`src/rtl/soft_knee_compressor_gain_computer_macros.svh`:
```
// ----------------------------------------------------------------------------
// Assertion macros for the soft-knee compressor gain computer.
// ----------------------------------------------------------------------------
`ifndef SOFT_KNEE_COMPRESSOR_GAIN_COMPUTER_MACROS_SVH
`define SOFT_KNEE_COMPRESSOR_GAIN_COMPUTER_MACROS_SVH

// Same-cycle implication, disabled while reset is asserted.
`define SKGC_ASSERT_NOW(label, clk, rstn, ante, cons, msg) \
  label: assert property (@(posedge clk) disable iff (!rstn) (ante) |-> (cons)) else $error(msg);

// Next-cycle implication, disabled while reset is asserted.
`define SKGC_ASSERT_NEXT(label, clk, rstn, ante, cons, msg) \
  label: assert property (@(posedge clk) disable iff (!rstn) (ante) |=> (cons)) else $error(msg);

`endif

```
`src/rtl/skgc_pkg.sv`:
```
// ----------------------------------------------------------------------------
// skgc_pkg
// Shared types, constants and elaboration-time tables of the gain computer.
// ----------------------------------------------------------------------------
`default_nettype none

package skgc_pkg;

  // Table size must be a power of two.
  localparam int DB_TABLE_ENTRIES = 256;
  localparam int TAB_BITS         = $clog2(DB_TABLE_ENTRIES);

  // Shared multiplier operand width and product width.
  localparam int MUL_W  = 26;
  localparam int PROD_W = 2 * MUL_W;

  localparam logic [15:0] GAIN_MIN = 16'd1147;
  localparam logic [15:0] GAIN_MAX = 16'd32768;

  typedef logic [DB_TABLE_ENTRIES:0][16:0] log_tab_t;
  typedef logic [DB_TABLE_ENTRIES:0][30:0] exp_tab_t;

  typedef enum logic [2:0] {
    REG_ENV_ATTACK   = 3'd0,
    REG_ENV_RELEASE  = 3'd1,
    REG_GAIN_ATTACK  = 3'd2,
    REG_GAIN_RELEASE = 3'd3,
    REG_THRESHOLD    = 3'd4,
    REG_SLOPE        = 3'd5,
    REG_MAX_RED      = 3'd6
  } reg_idx_e;

  typedef struct packed {
    logic [23:0]        env_attack_coeff;
    logic [23:0]        env_release_coeff;
    logic [23:0]        gain_attack_coeff;
    logic [23:0]        gain_release_coeff;
    logic signed [14:0] threshold_db;
    logic [15:0]        slope;
    logic [12:0]        max_reduction_db;
  } cfg_t;

  typedef enum logic [3:0] {
    OP_NONE,
    OP_ENV_MUL,
    OP_ENV_UPD,
    OP_LOG_MUL,
    OP_DB_MUL,
    OP_KNEE,
    OP_DIV,
    OP_SLOPE,
    OP_CAP,
    OP_EXP_MUL,
    OP_WANT,
    OP_GAIN_MUL,
    OP_GAIN_UPD
  } op_e;

  typedef struct packed {
    logic load_sample;
    op_e  op;
  } cmd_t;

  function automatic logic [63:0] isqrt64(input logic [63:0] v_in);
    logic [63:0] v;
    logic [63:0] r;
    logic [63:0] b;
    v = v_in;
    r = '0;
    b = 64'd1 << 62;
    while (b > v) b = b >> 2;
    while (b != 64'd0) begin
      if (v >= r + b) begin
        v = v - (r + b);
        r = (r >> 1) + b;
      end else begin
        r = r >> 1;
      end
      b = b >> 2;
    end
    return r;
  endfunction

  // log2(1 + i/N) in Q1.16 by repeated squaring.
  function automatic log_tab_t build_log_tab();
    log_tab_t    tab;
    logic [63:0] x;
    logic [16:0] y;
    tab = '0;
    for (int i = 0; i < DB_TABLE_ENTRIES; i++) begin
      x = (64'd1 << 30) + (64'(i) << (30 - TAB_BITS));
      y = '0;
      for (int k = 0; k < 16; k++) begin
        x = (x * x) >> 30;
        if (x >= (64'd1 << 31)) begin
          x = x >> 1;
          y[15 - k] = 1'b1;
        end
      end
      tab[i] = y;
    end
    tab[DB_TABLE_ENTRIES] = 17'd65536;
    return tab;
  endfunction

  // 2^(-i/N) in Q1.30 as a product of successive square roots of one half.
  function automatic exp_tab_t build_exp_tab();
    exp_tab_t    tab;
    logic [63:0] root [1:20];
    logic [63:0] fr;
    logic [63:0] v;
    tab = '0;
    root[1] = isqrt64(64'd1 << 59);
    for (int k = 2; k <= 20; k++) root[k] = isqrt64(root[k - 1] << 30);
    for (int i = 0; i < DB_TABLE_ENTRIES; i++) begin
      fr = 64'(i) << (20 - TAB_BITS);
      v  = 64'd1 << 30;
      for (int k = 1; k <= 20; k++) begin
        if (fr[20 - k]) v = (v * root[k]) >> 30;
      end
      tab[i] = 31'(v);
    end
    tab[DB_TABLE_ENTRIES] = 31'd1 << 29;
    return tab;
  endfunction

  localparam log_tab_t LOG_TAB = build_log_tab();
  localparam exp_tab_t EXP_TAB = build_exp_tab();

endpackage

`default_nettype wire

```
`src/rtl/skgc_cfg.sv`:
```
// ----------------------------------------------------------------------------
// skgc_cfg
// Configuration register file written through the configuration channel.
// ----------------------------------------------------------------------------
`default_nettype none

module skgc_cfg import skgc_pkg::*; (
  input  wire logic        clk_i,
  input  wire logic        rst_ni,
  input  wire logic        cfg_valid_i,
  input  wire logic        cfg_ready_i,
  input  wire logic [2:0]  cfg_index_i,
  input  wire logic [23:0] cfg_data_i,
  output cfg_t             cfg_o
);

  cfg_t cfg_q;

  always_ff @(posedge clk_i or negedge rst_ni) begin
    if (!rst_ni) begin
      cfg_q.env_attack_coeff   <= 24'd58149;
      cfg_q.env_release_coeff  <= 24'd1589;
      cfg_q.gain_attack_coeff  <= 24'd41072;
      cfg_q.gain_release_coeff <= 24'd1700;
      cfg_q.threshold_db       <= -15'sd4608;
      cfg_q.slope              <= 16'd42130;
      cfg_q.max_reduction_db   <= 13'd4608;
    end else if (cfg_valid_i && cfg_ready_i) begin
      case (cfg_index_i)
        REG_ENV_ATTACK:   cfg_q.env_attack_coeff   <= cfg_data_i;
        REG_ENV_RELEASE:  cfg_q.env_release_coeff  <= cfg_data_i;
        REG_GAIN_ATTACK:  cfg_q.gain_attack_coeff  <= cfg_data_i;
        REG_GAIN_RELEASE: cfg_q.gain_release_coeff <= cfg_data_i;
        REG_THRESHOLD:    cfg_q.threshold_db       <= signed'(cfg_data_i[14:0]);
        REG_SLOPE:        cfg_q.slope              <= cfg_data_i[15:0];
        REG_MAX_RED:      cfg_q.max_reduction_db   <= cfg_data_i[12:0];
        default: ;
      endcase
    end
  end

  assign cfg_o = cfg_q;

endmodule

`default_nettype wire

```
`config.mk`:
```
export PLATFORM = sky130hd
export DESIGN_NAME = skgc_cfg
export DESIGN_NICKNAME = d
export VERILOG_FILES = /design/src/rtl/soft_knee_compressor_gain_computer_macros.svh /design/src/rtl/skgc_pkg.sv /design/src/rtl/skgc_cfg.sv
export SDC_FILE = /design/constraint.sdc
export NUM_CORES = 1
export LEC_CHECK = 0
export BUFFER_PORTS_ARGS = -buffer_cell sky130_fd_sc_hd__buf_2
export CORE_ASPECT_RATIO = 1.25
export CORE_MARGIN = 2
export CORE_UTILIZATION = 39
export DETAILED_ROUTE_END_ITERATION = 12
export GPL_TIMING_DRIVEN = 0
export PLACE_DENSITY_LB_ADDON = 0.2
export SETUP_SLACK_MARGIN = 0.02
export SYNTH_ARGS = -nofsm -noshare
export SYNTH_HDL_FRONTEND = slang
export SYNTH_SLANG_ARGS = --single-unit
```
`constraint.sdc`:
```
create_clock -name clk_i -period 1.1 [get_ports clk_i]
set_input_delay 0.11 -clock clk_i [delete_from_list [all_inputs] [get_ports clk_i]]
set_output_delay 0.11 -clock clk_i [all_outputs]
set_load 0.1 [all_outputs]
```
Word-level counts from Yosys, hierarchy flattened
Cells that the tools add are included.

Logic and storage cells: 22. Output and inout port bits: 140. Input port bits: 31. Flip-flop bits (word level): 140.

Reduce and logical (&&, ||, !) cells: 9. Equal/unequal tests: 6.

Operator list (count): AND reduction 2 bit (7); == test 3 bit, second input constant (3); == test 3 x 2 -> 1 bit, second input constant (2); == test 3 x 1 -> 1 bit, second input constant (1); logical NOT 3 bit (1); logical AND 1 bit (1).

Depth between registers and ports, before layout
Depth after elaboration: 2. Gate-level depth with buffers: 5. Depth with buffers taken out: 3.

Worst setup path after synthesis
No wires, ideal clock.

Path type: in2reg. From: input port cfg_index_i[2]. To: register cfg_q, in the netlist cfg_o[117]. Arrival time: 1.146 ns. Slack: -0.172 ns. Cell stages on the path: 5. Cell sequence: nand3b_4 or3_1 buf_2 buf_6 mux2_4.

Cells in the longest elaborated chain, start to end: 2.

RTL lines: from (decl) (RTL line skgc_cfg.sv:12) `input wire logic [2:0] cfg_index_i,`; logical NOT 3 bit (RTL line skgc_cfg.sv:29) `case (cfg_index_i)`; AND reduction 2 bit (no line); to (decl) (RTL line skgc_cfg.sv:17) `cfg_t cfg_q;`.

No other way between the ends. A chain may end at the register's enable or synchronous reset.

Worst setup path in the final report
From: register cfg_q, in the netlist cfg_o[17]. To: output port cfg_o[17] in the netlist's numbering.

RTL lines: to (decl) (RTL line skgc_cfg.sv:14) `output cfg_t cfg_o`.

No word-level cell between the ends.

==> metrics.yaml <==
status: "complete, but fails checks"
violations: "negative hold slack, negative setup slack"
antenna_cells: 0
required_ns: 0.99
leakagePower_nw: 4.39
multi_input_area_mm2: 0.00181
regArea_mm2: 0.00364
grt_use_total_pct: 20.3
cts_root_buf: "clkbuf_16"
finalInstanceArea_mm2: 0.00978
rsz0062_at_grt: "true"
grt_overflow: 0
period_minus_slack_ns: 1.32
holdWs_ns: -0.325
ant_nets: 0
crit_buf_inv: 1
synth_largest_area_cell: "dfrtp_1"
crit_fanout: 2
postLayoutCoreUtil_pct: 71.5
grt_pass1_vias: 3866
drive_gt1_share_pct: 86.8
finalCritPeriodShare_pct: 120
syn_area_per_cell_um2: 17.7
drv_slew: 0
clock_skew_ns: 0
layout.nets: 570
viasPerCell: 4.84
start_util_pct: 39.5
clk_pin_slew_worst_paths_ns: 0.06
critPathSlowestCell: "dfstp_4"
worst-setup-path-type: "flip-flop to output port"
slew_headroom_pct: 62.2
yosysWarnings: 0
largest_reg_flops: 140
worst_slew_pin_slew_ns: 0.568
core-area_mm2: 0.0137
htreeDepth: 4
cts_made_buffers: 17
hpwl_um: 8720
path_cells: "buf_12"
drtPass1Iterations: 4
drcViolationCount: 0
cpLargestDelayFamily: "flip-flops"
die_w_um: 109
cts_hold_buf: 9
yosysUniqueCellTypes: 13
power.density_mw_per_mm2: 3090
arrival_ns: 1.21
setup_viol: 129
initialDrtViolationCount: 98
antenna_found_initial: 0
critical-path-max-stage-delay_ns: 0.63
cts_sinks: 140
place_congestion: 0.721
synth-seq-cells: 140
clock_latency_ns: 0.40
grt_pass1_wl_um: 22100
portBuffers: 170
final-hold-violation-count: 38
drv_cap: 0
post_synth_inst_count: 305
startpoint_type: "flip-flop"
cts_buffer_depth: 2
synthesis.area_mm2: 0.00540
fillCellCount: 859
grt_max_degree: 82
synth_fp_nets: 336
wl_per_cell_um: 20.9
vdd_drop_max_mv: 1.61
routed_wl_um: 15200
rows: 48
area_growth_pct: 81.1
endpoint_kind: "output port"
dieArea_mm2: 0.0148
max_freq_ghz: 0.757
setup_slack_ns: -0.221
synth.area.top_cells: "dfrtp_1 48%, mux2_2 23%, dfstp_2 18%"
place_area_mm2: 0.00664
vias: 3521
hp-class: "primary input to async pin"
yosysTopAreaCellShare_pct: 47.7
ys_seq_area_share_pct: 65.7
cts_tree: "yes"
io-pin-count: 171
fp.dieH_um: 136
[stage by stage]
stage	setup slack, ns	cells	power (mW)	setup TNS [ns]	hold slack [ns]
after detailed placement	-0.719	651	19.5	-63.32	0.119
after global routing	-0.258	727	31.1	-12.29	-0.306
after global placement	-2.15	650	19.3	-308.85	0.380
after floorplan	-0.168	305	17.6	-14.35	-0.186
final	-0.221	727	30.3	-7.24	-0.325
after CTS	-0.237	715	29.5	-9.12	-0.316
[metal layers]
metal	track usage, %	vias up	part of all wire, %
li1	-	1542	-
met2	35.6	111	56
met3	5.96	19	5.6
met5	0	-	0
met1	23.6	1849	37
met4	6.54	0	2.1
[final timing paths]
kind | slack (ns) | end | cells after the start | from
setup / recovery | -0.22 | cfg_o[17] | 1 | cfg_o[17]$_DFFE_PN1P_
hold / removal | -0.33 | cfg_o[105]$_DFFE_PN0P_ | 1 | rst_ni
setup reg to reg | 0.04 | cfg_o[132]$_DFFE_PN0P_ | 3 | cfg_o[132]$_DFFE_PN0P_
hold reg to reg | 0.53 | cfg_o[45]$_DFFE_PN0P_ | 1 | cfg_o[45]$_DFFE_PN0P_
max in group asynchronous | 0.61 | cfg_o[46]$_DFFE_PN1P_ | 2 | rst_ni
min in group clk_i | 0.02 | cfg_o[129]$_DFFE_PN1P_ | 2 | cfg_data_i[13]
[where the power goes]
| part | switching, mW | internal, mW | leakage [nW] | total [mW] |
|---|---|---|---|---|
| logic | 10.4 | 5.89 | 2.48 | 16.3 |
| clock network | 2.22 | 3.68 | 0.297 | 5.90 |
| registers | 1.36 | 6.74 | 1.61 | 8.10 |
| total | 13.9 | 16.3 | 4.39 | 30.3 |
[worst reg2reg max path, stage by stage, from the launching register on]
cell and delay, ns:
dfrtp_1 0.42, buf_4 0.15, buf_4 0.13, mux2_4 0.26
[cell usage in the layout (no fill, tap or decap)]
master         instances
nand2_1                1
clkinv_2               1
or3_1                  1
buf_16                 2
buf_2                 28
mux2_2               110
buf_8                  2
bufinv_16              2
dfstp_4               11
mux2_4                30
buf_12               135
dfstp_2               26
buf_4                 37
nand2b_1               2
nand3b_4               1
clkinvlp_4             3
clkbuf_8               3
buf_6                 14
nand3_4                1
dfrtp_1               60
or3_4                  1
nor2_2                 1
dlygate4sd3_1          9
clkinv_4               3
inv_6                  2
bufbuf_16              1
nor2_4                 4
dfrtp_2               43
clkbuf_16             18
[cells by family after synthesis]
family	after synthesis	synth area share [%]
flops	140	65.7
mux	140	31.3
simple gates	12	1.39
buf+inv	13	1.67
[synth_stat cells]
master	number
mux2_2	110
dfrtp_1	103
dfstp_2	37
mux2_4	30
buf_2	9
buf_6	4
nor2_1	4
nand2b_1	2
or3_1	2
nand2_1	1
nand3_1	1
nand3b_4	1
nor2_2	1
[layout make-up]
type | instances | area share (%)
clock buffers | 21 | 5.03
multi-input cells | 152 | 18.5
well taps | 175 | 2.24
clock inverters | 11 | 1.34
flip-flops and latches | 140 | 37.3
repair buffers | 216 | 34.2
plain buffers | 12 | 1.45
[timing repair]
action	4_1_cts	5_1_grt
pin swaps	2	2
setup buffers	22	12
hold endpoints to repair	71	38
gates resized for setup	505	63
setup endpoints to repair	223	162
gates cloned	2	0
No activity file was read; power rests on OpenSTA's default activity.
