--- config.mk ---
export PLATFORM = sky130hd
export DESIGN_NAME = skgc_ctrl
export DESIGN_NICKNAME = d
export VERILOG_FILES = /design/src/rtl/soft_knee_compressor_gain_computer_macros.svh /design/src/rtl/skgc_pkg.sv /design/src/rtl/skgc_ctrl.sv
export SDC_FILE = /design/constraint.sdc
export NUM_CORES = 1
export LEC_CHECK = 0
export ABC_AREA = 1
export ABC_CLOCK_PERIOD_IN_PS = 1930
export BUFFER_PORTS_ARGS = -buffer_cell sky130_fd_sc_hd__buf_2
export CAP_MARGIN = 30
export CORE_AREA = 2 2 39 41
export DETAILED_ROUTE_END_ITERATION = 8
export DIE_AREA = 0 0 41 43
export GPL_TIMING_DRIVEN = 0
export HOLD_SLACK_MARGIN = 0.08
export PLACE_DENSITY = 0.52
export SLEW_MARGIN = 20
export SYNTH_ARGS = -nofsm -noshare
export SYNTH_HDL_FRONTEND = slang
export SYNTH_SLANG_ARGS = --single-unit
export TNS_END_PERCENT = 10
--- constraint.sdc ---
create_clock -name clk_i -period 1.93 [get_ports clk_i]
set_clock_uncertainty 0.2 [all_clocks]
set_input_delay 0.2895 -clock clk_i [delete_from_list [all_inputs] [get_ports clk_i]]
set_output_delay 0.2895 -clock clk_i [all_outputs]
set_load 0.005 [all_outputs]
--- src/rtl/soft_knee_compressor_gain_computer_macros.svh ---
// ----------------------------------------------------------------------------
// Assertion macros for the soft-knee compressor gain computer.
// ----------------------------------------------------------------------------
`ifndef SOFT_KNEE_COMPRESSOR_GAIN_COMPUTER_MACROS_SVH
`define SOFT_KNEE_COMPRESSOR_GAIN_COMPUTER_MACROS_SVH

// Same-cycle implication, disabled while reset is asserted.
`define SKGC_ASSERT_NOW(label, clk, rstn, ante, cons, msg) \
  label: assert property (@(posedge clk) disable iff (!rstn) (ante) |-> (cons)) else $error(msg);

// Next-cycle implication, disabled while reset is asserted.
`define SKGC_ASSERT_NEXT(label, clk, rstn, ante, cons, msg) \
  label: assert property (@(posedge clk) disable iff (!rstn) (ante) |=> (cons)) else $error(msg);

`endif

--- src/rtl/skgc_pkg.sv ---
// ----------------------------------------------------------------------------
// skgc_pkg
// Shared types, constants and elaboration-time tables of the gain computer.
// ----------------------------------------------------------------------------
`default_nettype none

package skgc_pkg;

  // Table size must be a power of two.
  localparam int DB_TABLE_ENTRIES = 256;
  localparam int TAB_BITS         = $clog2(DB_TABLE_ENTRIES);

  // Shared multiplier operand width and product width.
  localparam int MUL_W  = 26;
  localparam int PROD_W = 2 * MUL_W;

  localparam logic [15:0] GAIN_MIN = 16'd1147;
  localparam logic [15:0] GAIN_MAX = 16'd32768;

  typedef logic [DB_TABLE_ENTRIES:0][16:0] log_tab_t;
  typedef logic [DB_TABLE_ENTRIES:0][30:0] exp_tab_t;

  typedef enum logic [2:0] {
    REG_ENV_ATTACK   = 3'd0,
    REG_ENV_RELEASE  = 3'd1,
    REG_GAIN_ATTACK  = 3'd2,
    REG_GAIN_RELEASE = 3'd3,
    REG_THRESHOLD    = 3'd4,
    REG_SLOPE        = 3'd5,
    REG_MAX_RED      = 3'd6
  } reg_idx_e;

  typedef struct packed {
    logic [23:0]        env_attack_coeff;
    logic [23:0]        env_release_coeff;
    logic [23:0]        gain_attack_coeff;
    logic [23:0]        gain_release_coeff;
    logic signed [14:0] threshold_db;
    logic [15:0]        slope;
    logic [12:0]        max_reduction_db;
  } cfg_t;

  typedef enum logic [3:0] {
    OP_NONE,
    OP_ENV_MUL,
    OP_ENV_UPD,
    OP_LOG_MUL,
    OP_DB_MUL,
    OP_KNEE,
    OP_DIV,
    OP_SLOPE,
    OP_CAP,
    OP_EXP_MUL,
    OP_WANT,
    OP_GAIN_MUL,
    OP_GAIN_UPD
  } op_e;

  typedef struct packed {
    logic load_sample;
    op_e  op;
  } cmd_t;

  function automatic logic [63:0] isqrt64(input logic [63:0] v_in);
    logic [63:0] v;
    logic [63:0] r;
    logic [63:0] b;
    v = v_in;
    r = '0;
    b = 64'd1 << 62;
    while (b > v) b = b >> 2;
    while (b != 64'd0) begin
      if (v >= r + b) begin
        v = v - (r + b);
        r = (r >> 1) + b;
      end else begin
        r = r >> 1;
      end
      b = b >> 2;
    end
    return r;
  endfunction

  // log2(1 + i/N) in Q1.16 by repeated squaring.
  function automatic log_tab_t build_log_tab();
    log_tab_t    tab;
    logic [63:0] x;
    logic [16:0] y;
    tab = '0;
    for (int i = 0; i < DB_TABLE_ENTRIES; i++) begin
      x = (64'd1 << 30) + (64'(i) << (30 - TAB_BITS));
      y = '0;
      for (int k = 0; k < 16; k++) begin
        x = (x * x) >> 30;
        if (x >= (64'd1 << 31)) begin
          x = x >> 1;
          y[15 - k] = 1'b1;
        end
      end
      tab[i] = y;
    end
    tab[DB_TABLE_ENTRIES] = 17'd65536;
    return tab;
  endfunction

  // 2^(-i/N) in Q1.30 as a product of successive square roots of one half.
  function automatic exp_tab_t build_exp_tab();
    exp_tab_t    tab;
    logic [63:0] root [1:20];
    logic [63:0] fr;
    logic [63:0] v;
    tab = '0;
    root[1] = isqrt64(64'd1 << 59);
    for (int k = 2; k <= 20; k++) root[k] = isqrt64(root[k - 1] << 30);
    for (int i = 0; i < DB_TABLE_ENTRIES; i++) begin
      fr = 64'(i) << (20 - TAB_BITS);
      v  = 64'd1 << 30;
      for (int k = 1; k <= 20; k++) begin
        if (fr[20 - k]) v = (v * root[k]) >> 30;
      end
      tab[i] = 31'(v);
    end
    tab[DB_TABLE_ENTRIES] = 31'd1 << 29;
    return tab;
  endfunction

  localparam log_tab_t LOG_TAB = build_log_tab();
  localparam exp_tab_t EXP_TAB = build_exp_tab();

endpackage

`default_nettype wire

--- src/rtl/skgc_ctrl.sv ---
// ----------------------------------------------------------------------------
// skgc_ctrl
// Sequencer that steps the datapath through one sample and owns the handshakes.
// ----------------------------------------------------------------------------
`default_nettype none

module skgc_ctrl import skgc_pkg::*; (
  input  wire logic clk_i,
  input  wire logic rst_ni,
  input  wire logic in_valid_i,
  output logic      in_ready_o,
  output logic      out_valid_o,
  input  wire logic out_ready_i,
  output cmd_t      cmd_o
);

  typedef enum logic [3:0] {
    ST_IDLE,
    ST_ENV_MUL,
    ST_ENV_UPD,
    ST_LOG_MUL,
    ST_DB_MUL,
    ST_KNEE,
    ST_DIV,
    ST_SLOPE,
    ST_CAP,
    ST_EXP_MUL,
    ST_WANT,
    ST_GAIN_MUL,
    ST_GAIN_UPD
  } state_e;

  state_e state_q;
  logic   out_valid_q;
  logic   out_free;
  logic   accept;

  assign out_free   = !out_valid_q || out_ready_i;
  assign in_ready_o = (state_q == ST_IDLE);
  assign accept     = in_valid_i && in_ready_o;

  always_comb begin
    cmd_o.load_sample = accept;
    case (state_q)
      ST_ENV_MUL:  cmd_o.op = OP_ENV_MUL;
      ST_ENV_UPD:  cmd_o.op = OP_ENV_UPD;
      ST_LOG_MUL:  cmd_o.op = OP_LOG_MUL;
      ST_DB_MUL:   cmd_o.op = OP_DB_MUL;
      ST_KNEE:     cmd_o.op = OP_KNEE;
      ST_DIV:      cmd_o.op = OP_DIV;
      ST_SLOPE:    cmd_o.op = OP_SLOPE;
      ST_CAP:      cmd_o.op = OP_CAP;
      ST_EXP_MUL:  cmd_o.op = OP_EXP_MUL;
      ST_WANT:     cmd_o.op = OP_WANT;
      ST_GAIN_MUL: cmd_o.op = OP_GAIN_MUL;
      // The final update also loads the output register, so it waits for room.
      ST_GAIN_UPD: cmd_o.op = out_free ? OP_GAIN_UPD : OP_NONE;
      default:     cmd_o.op = OP_NONE;
    endcase
  end

  always_ff @(posedge clk_i or negedge rst_ni) begin
    if (!rst_ni) begin
      state_q     <= ST_IDLE;
      out_valid_q <= 1'b0;
    end else begin
      if (state_q == ST_GAIN_UPD && out_free) begin
        out_valid_q <= 1'b1;
      end else if (out_ready_i) begin
        out_valid_q <= 1'b0;
      end
      case (state_q)
        ST_IDLE:     if (accept) state_q <= ST_ENV_MUL;
        ST_ENV_MUL:  state_q <= ST_ENV_UPD;
        ST_ENV_UPD:  state_q <= ST_LOG_MUL;
        ST_LOG_MUL:  state_q <= ST_DB_MUL;
        ST_DB_MUL:   state_q <= ST_KNEE;
        ST_KNEE:     state_q <= ST_DIV;
        ST_DIV:      state_q <= ST_SLOPE;
        ST_SLOPE:    state_q <= ST_CAP;
        ST_CAP:      state_q <= ST_EXP_MUL;
        ST_EXP_MUL:  state_q <= ST_WANT;
        ST_WANT:     state_q <= ST_GAIN_MUL;
        ST_GAIN_MUL: state_q <= ST_GAIN_UPD;
        ST_GAIN_UPD: begin
          if (out_free) state_q <= ST_IDLE;
        end
        default:     state_q <= ST_IDLE;
      endcase
    end
  end

  assign out_valid_o = out_valid_q;

endmodule

`default_nettype wire

## After elaboration in Yosys (flattened, before gate mapping)

Cells that the tools add are included.

| word-level totals | value |
|---|---|
| register bits after elaboration | 5 |
| input port bits | 4 |
| output and inout port bits | 7 |
| word-level logic and storage cells | 30 |

| cells by class | value |
|---|---|
| equal/unequal tests | 14 |
| multiplexer cells | 7 |
| reductions and logical operators | 7 |

Operators with widths:

| operator | number |
|---|---|
| case mux 4 bit (13 select lines) | 1 |
| case mux 4 bit (12 select lines) | 1 |
| equality test 4 bit, second input constant | 5 |
| equality test 4 x 3 -> 1 bit, second input constant | 4 |
| two-way mux 4 bit | 3 |
| equality test 4 x 2 -> 1 bit, second input constant | 2 |
| equality test 4 x 1 -> 1 bit, second input constant | 1 |
| zero test 4 bit | 1 |
| logical AND 1 bit | 2 |
| two-way mux 1 bit | 2 |
| != test 2 x 1 -> 1 bit, second input constant | 1 |
| != test 2 bit, second input constant | 1 |
| AND reduction 2 bit | 1 |
| nonzero test 2 bit | 1 |
| zero test 1 bit | 1 |
| logical OR 1 bit | 1 |

## Depth between registers and ports, before layout

| depth | value |
|---|---|
| depth after elaboration | 4 |
| depth in mapped cells | 6 |
| depth with buffers taken out | 6 |

## Worst setup path after synthesis

OpenSTA, ideal clock, no wires.

| timing path | value |
|---|---|
| path kind | register to output |
| start point | register state_q[1] |
| end point | output port cmd_o[4] (netlist bit) |
| arrival time | 0.815 ns |
| data required time | 1.441 ns |
| slack | 0.625 ns |
| cell stages (with the launch flop) | 5 |
| path buffers | 1 |
| cells stage by stage | dfrtp_1 > nor2_4 > nand2_1 > nor2_1 > buf_4 |

| between the ends | value |
|---|---|
| word-level cells in the longest chain between the ends | 2 |

RTL lines:

| element | RTL line | source |
|---|---|---|
| start: declaration | skgc_ctrl.sv:33 | `state_e state_q;` |
| start signal: assignment | skgc_ctrl.sv:64 | `state_q <= ST_IDLE;` |
| start signal: assignment | skgc_ctrl.sv:73 | `ST_IDLE: if (accept) state_q <= ST_ENV_MUL;` |
| start signal: assignment | skgc_ctrl.sv:74 | `ST_ENV_MUL: state_q <= ST_ENV_UPD;` |
| zero test 4 bit | skgc_ctrl.sv:39 | `assign in_ready_o = (state_q == ST_IDLE);` |
| logical AND 1 bit | skgc_ctrl.sv:40 | `assign accept = in_valid_i && in_ready_o;` |
| end: declaration | skgc_ctrl.sv:14 | `output cmd_t cmd_o` |

No other way between the ends.

## Worst setup path in the final report

Same ends and word-level chain as after synthesis.

==> results_dict.tcl <==
set metrics [dict create \
    clkLatencyLatePin_ps 230 \
    hold_depth 2 \
    dr_total_vias 285 \
    yosysUniqueCellTypes 15 \
    cts_buffers 3 \
    grt_usage 0.0892 \
    cp_top_family "flip-flops" \
    crit_type "reg2out" \
    clock-root-buffer "clkbuf_4" \
    gp_congestion 0.681 \
    rsz0062_at_grt "no" \
    required_ps 1440 \
    yosys_warnings 0 \
    viasPerCell 3.96 \
    slew_violations 0 \
    crit_buf_inv 2 \
    drt-initial-drc-count 0 \
    hold_viol 0 \
    p_leak_uw 0.000244 \
    dieArea_sq_um 1760 \
    cts_hold_buffers 1 \
    fin_ws_ps 249 \
    max_slew_margin 0.882 \
    antenna_found_initial 0 \
    slowest_delay_ps 410 \
    routed_wl_um 578 \
    max_freq_ghz 0.595 \
    rows 14 \
    grt_pass1_vias 266 \
    pwr-share-comb 0.499 \
    max_cap_violations 0 \
    hold_end "out_valid_o" \
    switching_share 0.425 \
    clock_power_share 0.178 \
    seq_power_share 0.323 \
    min_period_over_period 0.871 \
    p_sw_uw 275 \
    syn_area_per_cell_sq_um 7.42 \
    cts_resized 0 \
    p_total_uw 648 \
    grt_max_degree 6 \
    hp-class "in2reg" \
    dp_hpwl_um 511 \
    min_from "out_ready_i" \
    io_pins 11 \
    overflow 0 \
    fin_crit_ps 1680 \
    yosysSeqAreaShare 0.412 \
    setup_violations 0 \
    critPathSlowestCell "dfrtp_1" \
    syn_nets 45 \
    ys_ff_latch 5 \
    antenna_cells 0 \
    drc 0 \
    start_util 0.220 \
    post-place-ws_ps 483 \
    internal-power_uw 373 \
    numPortBuffers 10 \
    cts_max_path_buffers 2 \
    coreArea_sq_um 1380 \
    post_cts_buffers 0 \
    fin_nets 61 \
    reg2reg_to "state_q[0]" \
    syn_area_sq_um 304 \
    fin_setup_tns_ps 0 \
    worstPathCellList "nor2_4 -> nand2_1 -> nor2_1 -> buf_4 -> buf_2" \
    clkTransAtPathRegs_ps 40 \
    die_y_um 43 \
    cts-htree-levels 1 \
    drive_gt1_frac 0.393 \
    netlist_instances 41 \
    grt_pass1_wl_um 972 \
    startpoint_type "flop" \
    cts.sinks 5 \
    peakVddDrop_mv 0.440 \
    arrival_ps 1190 \
    endpoint_kind "primary output" \
    tightest_slew_ps 175 \
    status "finished, final reports clean" \
    firstDrtPassIters 1 \
    die_w_um 41 \
    p_per_area_nw_per_um2 1580 \
    wl_per_cell_um 8.03 \
    r2r_setup_slack_ps 810 \
    synthToLayoutAreaGrowth_pct 35.0 \
    cts_tree "yes" \
    reg2reg_from "state_q[1]" \
    ant_nets 0 \
    path_max_fanout 5 \
    reg2reg_depth 4 \
]
-- state kept, by name, indices dropped and copies added (netlist names) --
register / count
out_valid_o: 1
state_q: 4
-- power groups by stage --
| stage | logic (uW) | clock network [uW] | registers [uW] |
|---|---|---|---|
| 3_5_place_dp | 331 | 0 | 211 |
| 6_report | 323 | 116 | 209 |
| 5_1_grt | 377 | 126 | 218 |
| 2_1_floorplan | 224 | 0 | 204 |
| 3_3_place_gp | 327 | 0 | 209 |
| 4_1_cts | 334 | 123 | 210 |
-- per-stage QoR --
step	instances	utilization	hold WS, ps	area (sq um)
after floorplan	41	-	-206	304
final	72	0.297	119	410
after global placement	67	0.270	-92.9	374
after detailed placement	67	0.270	-92.9	374
after CTS	72	0.297	123	410
after global routing	72	0.297	152	410
-- cell families (layout without fill, tap and decap cells) --
group / count (synthesis) / count (layout) / share of synthesized area
simple gates: 24 / 24 / 0.391
buf+inv: 9 / 24 / 0.132
flops: 5 / 5 / 0.412
compound gates: 3 / 3 / 0.0658
-- cell type report --
cell class | instances | area (sq um)
timing repair buffer | 11 | 60.1
multi-input combinational | 27 | 139
inverter | 8 | 32.5
fill | 163 | 973
buffer | 1 | 7.51
sequential | 5 | 125
tap | 16 | 20.0
clock buffer | 4 | 26.3
-- worst reg2reg max path, delay by kind of cell (launching register included) --
family,cells,cell delay [ps]
simple gates,4,410
flops,1,410
-- cell usage in the layout (no fill, tap or decap), types with 2 or more instances in the layout --
cell      synthesis  final
clkbuf_4          0      3
nand2_1          12     12
nor2_4            2      2
nor2_1            5      5
dfrtp_1           5      5
nand2_2           2      2
inv_1             6      6
buf_2             0     10
-- cell usage after synthesis, drive strengths merged --
cell,count,area (sq um)
inv,8,32.5
o22ai,1,6.26
nand3,2,15.0
o21ai,2,13.8
nor3,1,5.00
nor2,7,41.3
buf,1,7.51
dfrtp,5,125
nand2,14,57.6
-- how the worst max path moves through the flow --
stage               end       start  depth (start not counted)  slack (ps)
2_1_floorplan  cmd_o[4]  state_q[1]                          4         630
3_3_place_gp   cmd_o[4]  state_q[1]                          5         490
3_5_place_dp   cmd_o[4]  state_q[1]                          5         480
4_1_cts        cmd_o[4]  state_q[1]                          5         220
5_1_grt        cmd_o[4]  state_q[1]                          5         170
6_report       cmd_o[4]  state_q[1]                          5         250
-- layer usage --
layer  global-route usage  vias to the layer above  part of all wire
li1                     -                      154                 -
met1               0.0894                      126              0.35
met2                0.134                        3              0.58
met3               0.0157                        2             0.047
met4                0.100                        0             0.014
met5                    0                        -                 0
Power figures use the tool's default switching activity.
